$ cat src/design/kpeb_pkg.sv
// Keypad entry buffer package: key codes, action codes, payload and
// controller/datapath handshake types, and the fixed keypad decode table.
// No dependencies.
`default_nettype none

package kpeb_pkg;

	// ASCII codes used by the decoder and the datapath
	localparam logic [7:0] CH_0     = 8'h30;
	localparam logic [7:0] CH_9     = 8'h39;
	localparam logic [7:0] CH_STAR  = 8'h2A;
	localparam logic [7:0] CH_HASH  = 8'h23;
	localparam logic [7:0] CH_SPACE = 8'h20;
	localparam logic [7:0] CH_B     = 8'h42;
	localparam logic [7:0] CH_C     = 8'h43;
	localparam logic [7:0] CH_E     = 8'h45;

	localparam int unsigned CHAR_W  = 8;
	localparam int unsigned LEN_W   = 5;
	localparam int unsigned VALUE_W = 32;

	// display action reported with each result word
	typedef enum logic [2:0] {
		ACT_IGNORED   = 3'd0,
		ACT_ECHO      = 3'd1,
		ACT_ERASE_ONE = 3'd2,
		ACT_ERASE_ALL = 3'd3,
		ACT_DONE      = 3'd4
	} action_t;

	// input word: one key press
	typedef struct packed {
		logic [1:0] key_row;
		logic [1:0] key_col;
	} key_in_t;

	// output word: one result per key press
	typedef struct packed {
		logic [CHAR_W-1:0]  key_char;
		action_t            action;
		logic [CHAR_W-1:0]  shown_char;
		logic [LEN_W-1:0]   erase_count;
		logic [LEN_W-1:0]   entry_length;
		logic               entry_done;
		logic [VALUE_W-1:0] entry_value;
	} result_t;

	// controller states
	typedef enum logic {
		ST_IDLE,
		ST_WALK
	} ctrl_state_t;

	// controller to datapath
	typedef struct packed {
		logic take;    // input word accepted this cycle
		logic walk;    // buffer walk in progress
		logic finish;  // walk complete, value goes to the result register
	} dp_cmd_t;

	// datapath to controller
	typedef struct packed {
		logic need_walk;  // the offered key completes the entry
		logic walk_end;   // all buffer reads issued
		logic rd_busy;    // a buffer read is still in flight
	} dp_status_t;

	// fixed 4x4 keypad layout
	function automatic logic [7:0] key_decode(input logic [1:0] row, input logic [1:0] col);
		logic [7:0] ch;
		ch = CH_0;
		unique case ({row, col})
			4'h0: ch = 8'h31;
			4'h1: ch = 8'h32;
			4'h2: ch = 8'h33;
			4'h3: ch = CH_B;
			4'h4: ch = 8'h34;
			4'h5: ch = 8'h35;
			4'h6: ch = 8'h36;
			4'h7: ch = CH_C;
			4'h8: ch = 8'h37;
			4'h9: ch = 8'h38;
			4'hA: ch = 8'h39;
			4'hB: ch = CH_SPACE;
			4'hC: ch = CH_STAR;
			4'hD: ch = CH_0;
			4'hE: ch = CH_HASH;
			4'hF: ch = CH_E;
			default: ch = CH_0;
		endcase
		return ch;
	endfunction

endpackage

`default_nettype wire

$ cat src/design/kpeb_ctrl.sv
// Keypad entry buffer controller: state machine for accept and buffer walk,
// plus the output valid flag. Depends on kpeb_pkg.
`default_nettype none

module kpeb_ctrl (
	input  wire                   clk,
	input  wire                   arst_n,
	input  wire                   in_valid,
	output logic                  in_ready,
	output logic                  out_valid,
	input  wire                   out_ready,
	input  kpeb_pkg::dp_status_t  status,
	output kpeb_pkg::dp_cmd_t     cmd
);
	import kpeb_pkg::*;

	ctrl_state_t state_q, state_d;
	logic        out_valid_q;
	logic        take;
	logic        finish;

	// accept only when idle and the result register is free or being emptied
	assign in_ready  = (state_q == ST_IDLE) && (!out_valid_q || out_ready);
	assign take      = in_valid && in_ready;
	assign out_valid = out_valid_q;

	// state register
	always_ff @(posedge clk or negedge arst_n) begin
		if (!arst_n) begin
			state_q <= ST_IDLE;
		end else begin
			state_q <= state_d;
		end
	end

	// next state and commands
	always_comb begin
		state_d    = state_q;
		finish     = 1'b0;
		cmd.take   = take;
		cmd.walk   = 1'b0;
		unique case (state_q)
			ST_IDLE: begin
				if (take && status.need_walk) begin
					state_d = ST_WALK;
				end
			end
			ST_WALK: begin
				cmd.walk = 1'b1;
				if (status.walk_end && !status.rd_busy) begin
					finish  = 1'b1;
					state_d = ST_IDLE;
				end
			end
			default: state_d = ST_IDLE;
		endcase
		cmd.finish = finish;
	end

	// result valid: set on a direct result or end of walk, cleared when taken
	always_ff @(posedge clk or negedge arst_n) begin
		if (!arst_n) begin
			out_valid_q <= 1'b0;
		end else if ((take && !status.need_walk) || finish) begin
			out_valid_q <= 1'b1;
		end else if (out_ready) begin
			out_valid_q <= 1'b0;
		end
	end

endmodule

`default_nettype wire

$ cat src/design/kpeb_dp.sv
// Keypad entry buffer datapath: key decode, entry buffer memory, count,
// mask register, decimal accumulator and result register. Depends on kpeb_pkg.
`default_nettype none

module kpeb_dp #(
	parameter int unsigned MAX_LEN = 16
) (
	input  wire                   clk,
	input  wire                   arst_n,
	input  kpeb_pkg::key_in_t     in_data,
	input  wire                   cfg_write,
	input  wire                   cfg_data,
	input  kpeb_pkg::dp_cmd_t     cmd,
	output kpeb_pkg::dp_status_t  status,
	output kpeb_pkg::result_t     out_data
);
	import kpeb_pkg::*;

	localparam int unsigned CNT_W  = $clog2(MAX_LEN + 1);
	localparam int unsigned ADDR_W = (MAX_LEN > 1) ? $clog2(MAX_LEN) : 1;
	localparam logic [CNT_W-1:0] CNT_MAX = CNT_W'(MAX_LEN);
	localparam logic [CNT_W-1:0] CNT_ONE = CNT_W'(1);

	logic [CHAR_W-1:0]  mem [MAX_LEN];
	logic               mask_q;
	logic [CNT_W-1:0]   count_q, count_d;
	logic [CNT_W-1:0]   walk_len_q, walk_len_d;
	logic [CNT_W-1:0]   idx_q;
	logic [CHAR_W-1:0]  rd_data_s1;
	logic               rd_vld_s1;
	logic [VALUE_W-1:0] acc_q;
	logic               issue;
	logic               append;
	logic               need_walk;
	logic [CHAR_W-1:0]  key;
	logic [CNT_W-1:0]   count_inc;
	logic [3:0]         digit;
	logic               is_digit;
	result_t            res_d;
	result_t            res_q;

	// decode the offered key and work out its effect on the entry
	always_comb begin
		key        = key_decode(in_data.key_row, in_data.key_col);
		count_inc  = count_q + CNT_ONE;
		count_d    = count_q;
		walk_len_d = count_q;
		append     = 1'b0;
		need_walk  = 1'b0;
		res_d              = '0;
		res_d.key_char     = key;
		res_d.action       = ACT_IGNORED;
		case (key)
			CH_E: begin
				count_d          = '0;
				need_walk        = 1'b1;
				res_d.action     = ACT_DONE;
				res_d.entry_done = 1'b1;
			end
			CH_B: begin
				if (count_q != '0) begin
					count_d           = count_q - CNT_ONE;
					res_d.action      = ACT_ERASE_ONE;
					res_d.erase_count = LEN_W'(1);
				end
			end
			CH_C: begin
				count_d           = '0;
				res_d.action      = ACT_ERASE_ALL;
				res_d.erase_count = LEN_W'(count_q);
			end
			default: begin
				// count stays below MAX_LEN between words, so an append always fits
				append           = 1'b1;
				res_d.action     = ACT_ECHO;
				res_d.shown_char = mask_q ? CH_STAR : key;
				walk_len_d       = count_inc;
				if (count_inc == CNT_MAX) begin
					count_d          = '0;
					need_walk        = 1'b1;
					res_d.entry_done = 1'b1;
				end else begin
					count_d = count_inc;
				end
			end
		endcase
		res_d.entry_length = LEN_W'(count_d);
	end

	assign issue = cmd.walk && (idx_q != walk_len_q);

	assign status.need_walk = need_walk;
	assign status.walk_end  = (idx_q == walk_len_q);
	assign status.rd_busy   = rd_vld_s1;

	// mask register
	always_ff @(posedge clk or negedge arst_n) begin
		if (!arst_n) begin
			mask_q <= 1'b0;
		end else if (cfg_write) begin
			mask_q <= cfg_data;
		end
	end

	// entry count and walk index
	always_ff @(posedge clk or negedge arst_n) begin
		if (!arst_n) begin
			count_q    <= '0;
			walk_len_q <= '0;
			idx_q      <= '0;
			rd_vld_s1  <= 1'b0;
		end else begin
			rd_vld_s1 <= issue;
			if (cmd.take) begin
				count_q    <= count_d;
				walk_len_q <= walk_len_d;
				idx_q      <= '0;
			end else if (issue) begin
				idx_q <= idx_q + CNT_ONE;
			end
		end
	end

	// entry buffer: one write port on accept, one registered read port for the walk
	always_ff @(posedge clk) begin
		if (cmd.take && append) begin
			mem[count_q[ADDR_W-1:0]] <= key;
		end
		if (issue) begin
			rd_data_s1 <= mem[idx_q[ADDR_W-1:0]];
		end
	end

	// decimal accumulate, times ten as two shifts and an add
	assign is_digit = (rd_data_s1 >= CH_0) && (rd_data_s1 <= CH_9);
	assign digit    = 4'(rd_data_s1 - CH_0);

	always_ff @(posedge clk) begin
		if (cmd.take) begin
			acc_q <= '0;
		end else if (rd_vld_s1 && is_digit) begin
			acc_q <= (acc_q << 3) + (acc_q << 1) + VALUE_W'(digit);
		end
	end

	// result register
	always_ff @(posedge clk) begin
		if (cmd.take) begin
			res_q <= res_d;
		end else if (cmd.finish) begin
			res_q.entry_value <= acc_q;
		end
	end

	assign out_data = res_q;

endmodule

`default_nettype wire

$ cat src/design/keypad_entry_buffer.sv
// Keypad entry buffer top level: joins the controller and the datapath.
// Depends on kpeb_pkg, kpeb_ctrl and kpeb_dp.
//
//   channel  signals                         word
//   in       in_valid / in_ready / in_data    key_in_t (key_row, key_col)
//   out      out_valid / out_ready / out_data result_t (one per key press)
//   cfg      cfg_valid / cfg_ready / cfg_data mask_echo bit, always ready
//
// A key that does not complete the entry gives its result in the cycle after
// acceptance. A completing key walks the buffer through its one read port,
// one character per cycle. A new key is taken once the walk ends and the
// result register is free or being read; a stalled result holds. Reset
// empties the entry and clears the mask; buffer contents need no reset.
`default_nettype none

module keypad_entry_buffer #(
	parameter int unsigned MAX_LEN = 16
) (
	input  wire                clk,
	input  wire                arst_n,
	input  wire                in_valid,
	output logic               in_ready,
	input  kpeb_pkg::key_in_t  in_data,
	output logic               out_valid,
	input  wire                out_ready,
	output kpeb_pkg::result_t  out_data,
	input  wire                cfg_valid,
	output logic               cfg_ready,
	input  wire                cfg_data
);
	import kpeb_pkg::*;

	dp_cmd_t    cmd;
	dp_status_t status;

	// configuration is always accepted
	assign cfg_ready = 1'b1;

	kpeb_ctrl u_ctrl (
		.clk       (clk),
		.arst_n    (arst_n),
		.in_valid  (in_valid),
		.in_ready  (in_ready),
		.out_valid (out_valid),
		.out_ready (out_ready),
		.status    (status),
		.cmd       (cmd)
	);

	kpeb_dp #(
		.MAX_LEN (MAX_LEN)
	) u_dp (
		.clk       (clk),
		.arst_n    (arst_n),
		.in_data   (in_data),
		.cfg_write (cfg_valid),
		.cfg_data  (cfg_data),
		.cmd       (cmd),
		.status    (status),
		.out_data  (out_data)
	);

endmodule

`default_nettype wire

$ cat config.mk
export PLATFORM = sky130hd
export DESIGN_NAME = keypad_entry_buffer
export DESIGN_NICKNAME = d
export VERILOG_FILES = /design/src/design/kpeb_pkg.sv /design/src/design/kpeb_ctrl.sv /design/src/design/kpeb_dp.sv /design/src/design/keypad_entry_buffer.sv
export SDC_FILE = /design/constraint.sdc
export NUM_CORES = 1
export LEC_CHECK = 0
export BUFFER_PORTS_ARGS = -buffer_cell sky130_fd_sc_hd__buf_2
export CORE_ASPECT_RATIO = 0.8
export CORE_MARGIN = 5
export CORE_UTILIZATION = 45
export CTS_CLUSTER_SIZE = 28
export DETAILED_ROUTE_END_ITERATION = 6
export PLACE_DENSITY_LB_ADDON = 0.3
export SYNTH_ARGS = -nofsm -noshare
export SYNTH_HDL_FRONTEND = slang
export SYNTH_SLANG_ARGS = --single-unit
export TNS_END_PERCENT = 100
$ cat constraint.sdc
create_clock -name clk -period 3.95 [get_ports clk]
set_input_delay 0.79 -clock clk [delete_from_list [all_inputs] [get_ports clk]]
set_output_delay 0.79 -clock clk [all_outputs]
set_load 0.01 [all_outputs]
==> results of run 1 <==
[report_power, final]
group	total (W)	switching [W]	internal, W
logic	0.00111	0.000696	0.000414
clock network	0.00212	0.000920	0.00120
registers	0.00305	0.000191	0.00286
[critical path: stages, from the launching register on]
cell	delay (ps)
sky130_fd_sc_hd__dfxtp_1	380
sky130_fd_sc_hd__inv_1	80
sky130_fd_sc_hd__fa_1	560
sky130_fd_sc_hd__inv_1	60
sky130_fd_sc_hd__ha_1	310
sky130_fd_sc_hd__a21o_1	200
sky130_fd_sc_hd__and4_1	210
sky130_fd_sc_hd__o21ai_1	240
sky130_fd_sc_hd__o21ai_1	160
sky130_fd_sc_hd__a31oi_1	410
sky130_fd_sc_hd__o21ai_0	190
sky130_fd_sc_hd__or3_1	350
sky130_fd_sc_hd__o2111a_1	140
[layer usage]
metal	up-vias	wire, um
met5	-	0
met4	0	489
met3	38	1410
met2	203	11100
met1	3605	12400
li1	3526	-
[cell usage after synthesis (11+ instances only)]
master                     count  share of area (%)
sky130_fd_sc_hd__a21o_1       22                1.5
sky130_fd_sc_hd__a21oi_1      80                3.7
sky130_fd_sc_hd__and2_1       11               0.63
sky130_fd_sc_hd__clkbuf_1     28               0.96
sky130_fd_sc_hd__dfrtp_1      19                4.3
sky130_fd_sc_hd__dfxtp_1      64                 12
sky130_fd_sc_hd__edfxtp_1    147                 40
sky130_fd_sc_hd__ha_1         67                7.7
sky130_fd_sc_hd__inv_1        21               0.72
sky130_fd_sc_hd__mux4_2       36                7.4
sky130_fd_sc_hd__nand2_1     139                4.8
sky130_fd_sc_hd__nand3_1      16               0.73
sky130_fd_sc_hd__nor2_1       54                1.9
sky130_fd_sc_hd__nor3_1       15               0.69
sky130_fd_sc_hd__o21ai_0      30                1.4
sky130_fd_sc_hd__xnor2_1      20                1.6
sky130_fd_sc_hd__xor2_1       11               0.88
[worst max-delay path by stage]
stage | startpoint | endpoint | slack [ps]
floorplan | in_data[0] | u_dp.mem[2][0] | 690
global placement | u_dp.acc_q[0] | u_dp.acc_q[30] | 690
detailed placement | u_dp.acc_q[0] | u_dp.acc_q[30] | 610
CTS | u_dp.acc_q[0] | u_dp.acc_q[25] | 580
global route | u_dp.acc_q[0] | u_dp.acc_q[27] | 210
finish | u_dp.acc_q[0] | u_dp.acc_q[25] | 550
[metrics by stage]
stage          instances  power, W  utilization (%)  instance area [um^2]
2_1_floorplan        912   0.00380                -                 10900
3_3_place_gp        1285   0.00419             48.6                 11700
3_5_place_dp        1285   0.00422             48.6                 11700
4_1_cts             1326   0.00636             51.6                 12500
5_1_grt             1326   0.00659             51.6                 12500
6_report            1326   0.00628             51.6                 12500
[cells in the final DEF (no fill, tap or decap), types with 4 or more instances in the layout]
master / count
sky130_fd_sc_hd__inv_1: 20
sky130_fd_sc_hd__and3_1: 5
sky130_fd_sc_hd__dfxtp_1: 64
sky130_fd_sc_hd__buf_2: 71
sky130_fd_sc_hd__mux4_2: 36
sky130_fd_sc_hd__or3_1: 6
sky130_fd_sc_hd__o211ai_1: 4
sky130_fd_sc_hd__o21ai_0: 30
sky130_fd_sc_hd__xnor2_1: 20
sky130_fd_sc_hd__nand2_1: 139
sky130_fd_sc_hd__mux2i_1: 5
sky130_fd_sc_hd__buf_4: 27
sky130_fd_sc_hd__clkinv_1: 7
sky130_fd_sc_hd__o21a_1: 5
sky130_fd_sc_hd__a22o_1: 7
sky130_fd_sc_hd__a31oi_1: 8
sky130_fd_sc_hd__a21o_1: 22
sky130_fd_sc_hd__nor2_1: 54
sky130_fd_sc_hd__nand2b_1: 6
sky130_fd_sc_hd__and2_1: 11
sky130_fd_sc_hd__ha_1: 67
sky130_fd_sc_hd__o21ai_1: 4
sky130_fd_sc_hd__xor2_1: 11
sky130_fd_sc_hd__a211oi_1: 6
sky130_fd_sc_hd__a21oi_1: 80
sky130_fd_sc_hd__nand4_1: 7
sky130_fd_sc_hd__clkbuf_16: 23
sky130_fd_sc_hd__nand3_1: 16
sky130_fd_sc_hd__nor3_1: 14
sky130_fd_sc_hd__o221ai_1: 4
sky130_fd_sc_hd__edfxtp_1: 147
sky130_fd_sc_hd__dfrtp_1: 18
[cell families (layout without fill, tap and decap cells)]
group	count (synthesis)	in the layout	share of synthesized area [%]
muxes	43	43	8.08
adders and majority gates	69	69	8.03
AOI/OAI and AO/OA	191	191	11.0
other	2	3	0.0687
and+or+nand+nor	279	279	11.4
buffers and inverters	66	162	2.53
DFF	230	230	56.4
xor gates and xnor gates	31	31	2.48
[layout make-up]
cell class	count	area, um^2
fill	2078	11700
sequential	230	6170
multi-input combinational	616	4500
clock buffer	25	583
timing repair buffer	99	578
tap	318	398
clock inverter	16	146
inverter	22	83.8
[registers in the layout, summed over array words and instances (netlist names)]
register          flops
u_dp.walk_len_q       5
u_ctrl.out_valid      1
u_dp.mem            112
u_dp.mask_q           1
u_dp.acc_q           32
u_dp.out_data        60
u_dp.rd_vld_s1        1
u_ctrl.state_q        1
u_dp.rd_data_s1       7
u_dp.idx_q            5
u_dp.count_q          5
==> results list, run 1 <==
- Summed over all cells, the static leakage comes to 4.89 nW.
- The longest clock path from root to sink contains 3 buffers.
- Total clock buffers created by CTS: 23
- Crit share post-route: 86.0%
* GRT Residual Overflow: 0
- In this run the worst path has a maximum fanout of 4.
* Skew-Pair Late Insertion Delay: 520 ps
- Met1 routing resource usage after global routing: 29.1%
- Status: finished, final reports clean
- The count of final hold-check violations was 0.
- At the placement stage, the worst setup path has a slack of approximately 610 ps.
- Net count, final: 1071
* Startpoint type of the worst setup path: flop
- Once the clock tree was built, the resizer swapped 0 gates to a different size.
- Number of buffers added to fix hold violations after cts: 0
- Data on the critical path arrives at its endpoint at about 3800 ps.
* Iteration-0 DRC count of the detailed router: 605
- Startpoint of the lowest-slack register-to-register path: u_dp.acc_q[0]
- Unrepaired setup endpoints after global routing: no
* Achievable Freq: roughly 300 MHz
- For the worst setup path, the data required time is about 4400 ps.
* Per-cell routed wire length: 19.1 um
- Avg Cell Area, Syn: 12.0 um^2
- Final HPWL DP: roughly 17000 um
- Remaining max-slew budget at the tightest pin: 20.7%
- The floorplan step set the die height to ~150 um.
- TritonCTS built the clock tree.
* Avg Vias per Cell: 5.56
- Met2 Use GR: roughly 27%
- Top-level port count: 75
- Sequential elements use between 50% and 60% of the synthesized area.
- Antenna violations before repair: 0
- For this run, the total global-route usage over all layers was measured as 18.5%.
- The Yosys step of the flow raised 0 warnings.
- In the routed design, unresolved DRC markers number 0.
- Starting utilization of the core area: 45.3%
* Total Negative Setup Slacks: 0 ps
* Antenna-violating nets left: 0
- In this run the most used layer during global routing was met1.
* Final weighted congestion in routability-driven placement: 0.860
- The final layout contains routed wiring with a total length of between 20000 and 30000 um.
* Hold Slack: 233 ps
- Setup slack closes at 552 ps.
- Path class of the lowest-slack min-delay path: primary input to async pin
- Cell count after synthesis: 911
- Post-synth EDFFs: 147
* RR Endpoint: u_dp.acc_q[25]
- The setup check on the worst reg-to-reg path leaves a slack of between 500 and 600 ps.
- Measured in cells, the most critical reg-to-reg path has a length of 12.
- Transition time of the tightest slew-check pin: 1190 ps
- Leading register cell type out of synthesis: sky130_fd_sc_hd__edfxtp_1
- The clock arrives with 13.7 ps of skew.
* Number of global-route vias before repair: 7106
- Largest net degree at the start of global routing: 95
- Relative to the synthesized area, the layout overhead comes to 13.9%.
- GRT met3 Usage: about 2.8%
* Final setup violation count: 0
- CTS placed an instance of sky130_fd_sc_hd__clkbuf_16 at the clock tree root.
* Worst Setup Path Type: flop to flop
- Of the cells placed in the final design, the portion with a size suffix greater than 1 is 18.1%.
- Count of state elements after synthesis: 230
- Kind of end point of the critical path: flop
* Number of antenna repair diodes: 0
* Worst vdd rail ir drop: 0.000322 V
* Cell area power density: 504 nW/um^2
* 1st-pass router iterations: 5
- The floorplan step defined a die boundary enclosing 27500 um^2.
* Standard cell core area: between 20000 and 25000 um^2
- Post-Synthesis Cell Area: ~11000 um^2
- CTS H-tree depth: 1
* Post-CTS Setup Inserts: 0
- The max-slew violation count came to 0.
- CTS clock-pin slew for the worst setup and hold paths: 60 ps
- Counting I/O delays and the setup requirement, the final critical path takes approximately 3400 ps.
- The first global-routing pass estimated 40600 um of wire.
- Horizontal extent of the die: 184 um
* Max-Cap Viols: 0
* Clock net sink count: 230
* Number of buffer cells added on primary ports: between 70 and 80
* Async set or reset register ratio after synthesis: around 8.3%
* Via count: 7372
- Placement row count: a little over 50
* Number of distinct standard cells referenced by the synthesized netlist: 66
Power figures use the tool's default switching activity.
==> inputs of run 2 (changes only) <==
--- a/config.mk
+++ b/config.mk
@@ -7,11 +7,11 @@
 export LEC_CHECK = 0
 export BUFFER_PORTS_ARGS = -buffer_cell sky130_fd_sc_hd__buf_2
 export CORE_ASPECT_RATIO = 0.8
-export CORE_MARGIN = 5
 export CORE_UTILIZATION = 45
 export CTS_CLUSTER_SIZE = 28
 export DETAILED_ROUTE_END_ITERATION = 6
-export PLACE_DENSITY_LB_ADDON = 0.3
+export PLACE_DENSITY = 0.74
+export RECOVER_POWER = 100
 export SYNTH_ARGS = -nofsm -noshare
 export SYNTH_HDL_FRONTEND = slang
 export SYNTH_SLANG_ARGS = --single-unit
==> run 2 against run 1 <==
  * The flow now finishes with violations (capacitance limit, slew limit)
  * Fmax is 3.5% lower
  * Sequential cell count stayed put
  * Core utilization is 0.35 points higher
  * Critical path depth is 1 lower
  * Register-to-register slack worse by 120 ps
  * Die area is 9.5% lower
  * Clock skew is 5.6 ps lower
  * Largest power group unchanged
==> results list, run 2 (same netlist as run 1, synthesis figures left out) <==
- The cell sitting at the root of the clock tree is a sky130_fd_sc_hd__clkbuf_16.
- For the worst-skew pair, the clock arrives at the later sink with an insertion delay of 520 ps.
* Antenna violations before repair: 0
- Antenna-violating nets left: 0
* Total Negative Setup Slacks: 0 ps
- Sequential power share: 47.9%
* Achievable Freq: 284 MHz
- Entering global routing, the biggest net connects 78 pins.
- The critical path in this run is classified as flop to flop.
- Crit share post-route: 89.2%
- Number of flip-flops in the largest register: 112
- The floorplan step defined a die boundary enclosing 24900 um^2.
- The final layout contains 1068 nets.
- First-pass GRT wire length: approximately 39000 um
* Max-Cap Viols: 1
- Final weighted congestion in routability-driven placement: 0.923
- The worst path needs 3520 ps of the cycle, external delays included.
- Across every metal layer, demand over resource in global routing totals about a fifth.
- In this run the number of H-tree levels came out at 1.
* Kind of end point of the critical path: flop
* Transition time of the tightest slew-check pin: 1740 ps
* Number of global-route vias before repair: 7007
- The initial utilization of the core area, before any placement, comes to 46.2%.
* Remaining max-slew budget at the tightest pin: -15.8%
* Path class of the lowest-slack min-delay path: flop to flop
- Failing checks: capacitance limit, slew limit
* Layout Cells excl Fill: 1318
- Final HPWL DP: roughly 17000 um
- Data on the critical path is required at its endpoint by 4360 ps.
* Clock net sink count: 230
- Leaving out fill and tap cells, the most frequent cells in the layout are sky130_fd_sc_hd__edfxtp_1, sky130_fd_sc_hd__nand2_1, sky130_fd_sc_hd__clkbuf_1.
- Worst vdd rail ir drop: ~0.00036 V
* Most common cell after layout, fill and taps aside: sky130_fd_sc_hd__edfxtp_1
* Final setup violation count: 0
* Post-CTS Setup Inserts: 0
- Startpoint type of the worst setup path: flop
* Switching power as a share of total power: 28.4%
* Placement row count: 50
- Clock-pin slew was measured on the worst setup and hold paths at 70 ps.
- Top-level port count: 75
- Across all hold checks on the routed design, the worst slack comes to approximately 450 ps.
* Depth of the worst register-to-register path: 11
- The routed layout has about 7.5k vias.
- The clock passes through at most 3 buffers.
* Clock tree from TritonCTS: yes
* Iteration-0 DRC count of the detailed router: 830
* Fill cell total of the finished layout: 2064
- The floorplan step defined a core boundary enclosing around 24000 um^2.
- After detailed placement, the design holds a cell count of 1276.
* DRC Markers: 0
- Per-cell routed wire length: 19.0 um
* Signal arrival time at the worst endpoint: 3930 ps
* Unrepaired setup endpoints after global routing: no
- The first detailed-routing pass took 5 iterations.
- Counting instances, the worst hold path has a depth of 2.
* Final Hold Vio Count: 0
* Final Skew: ~8.0 ps
- Number of buffer cells added on primary ports: 71
* Avg Vias per Cell: between 5 and 6
- GRT Residual Overflow: 0
- Final slew viol count: 78
- The analysis attributes to cell leakage a power of 4.58 nW.
* Number of antenna repair diodes: 0
- The flow ran to the end, but the final reports show violations.
- Finished Core Util: 52.0%
- Clock power share: 35.5%
- Internal power component: 0.00456 W
- Net load switching power: 0.00181 W
* Worst-path fanout max: 5
* Number of gates resized after cts: 0
- In this run, the combinational gates consume 16.6% of the power.
- Buffers inserted to repair hold after CTS numbered 0.
* Cell area power density: 518 nW/um^2
* Detailed Route WL: 25000 um
* Vertical die dimension: 141 um
- Area growth, synth to finish: 12.4%
- The post-route netlist has 9.64% of its cells at a drive strength greater than 1.
- Horizontal extent of the die: 176 um
- Total clock buffers created by CTS: 23
==> run 2: path summary, 6_finish.rpt <==
| check | slack, ps | to | startpoint |
|---|---|---|---|
| worst max-delay path | 430 | u_dp.acc_q[30] | u_dp.acc_q[0] |
| worst min-delay path | 450 | u_dp.out_data[31] | u_dp.acc_q[31] |
| worst max register to register | 430 | u_dp.acc_q[30] | u_dp.acc_q[0] |
| worst min register to register | 450 | u_dp.out_data[31] | u_dp.acc_q[31] |
| max in group asynchronous | 2710 | u_ctrl.out_valid | arst_n |
| min in group asynchronous | 510 | u_dp.mask_q | arst_n |
==> run 2: layer usage <==
layer / wire length [um] / global-route usage, % / share of wire (%)
met4: 577 / 5.63 / 2.3
met2: 10900 / 29.8 / 43
met1: 11700 / 30.2 / 47
met3: 1820 / 3.83 / 7.3
met5: 0 / 0 / 0
==> run 2: through the flow <==
step	worst slack [ps]	instance area, um^2	total power [W]
6_report	427	12300	0.00637
5_1_grt	183	12300	0.00662
4_1_cts	624	12500	0.00643
3_5_place_dp	637	11700	0.00417
3_3_place_gp	730	11700	0.00414
2_1_floorplan	692	10900	0.00380
==> run 2: layout make-up <==
type / count / area, um^2 / area share [%]
clock inverter: 15 / 181 / 1.48
clock buffer: 27 / 591 / 4.80
tap: 312 / 390 / 3.17
inverter: 22 / 83.8 / 0.682
sequential: 230 / 6170 / 50.2
timing repair buffer: 96 / 399 / 3.25
multi-input combinational: 616 / 4480 / 36.4
==> run 2: worst max-delay path, stage by stage, from the launching register on <==
cell,delay [ps]
sky130_fd_sc_hd__dfxtp_1,380
sky130_fd_sc_hd__inv_1,70
sky130_fd_sc_hd__fa_1,500
sky130_fd_sc_hd__fa_1,470
sky130_fd_sc_hd__nor2b_1,180
sky130_fd_sc_hd__o211ai_1,120
sky130_fd_sc_hd__a311oi_1,560
sky130_fd_sc_hd__o211ai_2,230
sky130_fd_sc_hd__a211oi_2,400
sky130_fd_sc_hd__a221o_1,250
sky130_fd_sc_hd__mux2i_1,200
sky130_fd_sc_hd__nor2_1,60
==> run 2: power by group through the flow <==
stage / combinational [W] / sequential, W / clock [W]
5_1_grt: 0.00117 / 0.00308 / 0.00238
4_1_cts: 0.00109 / 0.00304 / 0.00229
2_1_floorplan: 0.000776 / 0.00302 / 0
6_report: 0.00106 / 0.00305 / 0.00226
3_3_place_gp: 0.00106 / 0.00308 / 0
3_5_place_dp: 0.00109 / 0.00309 / 0
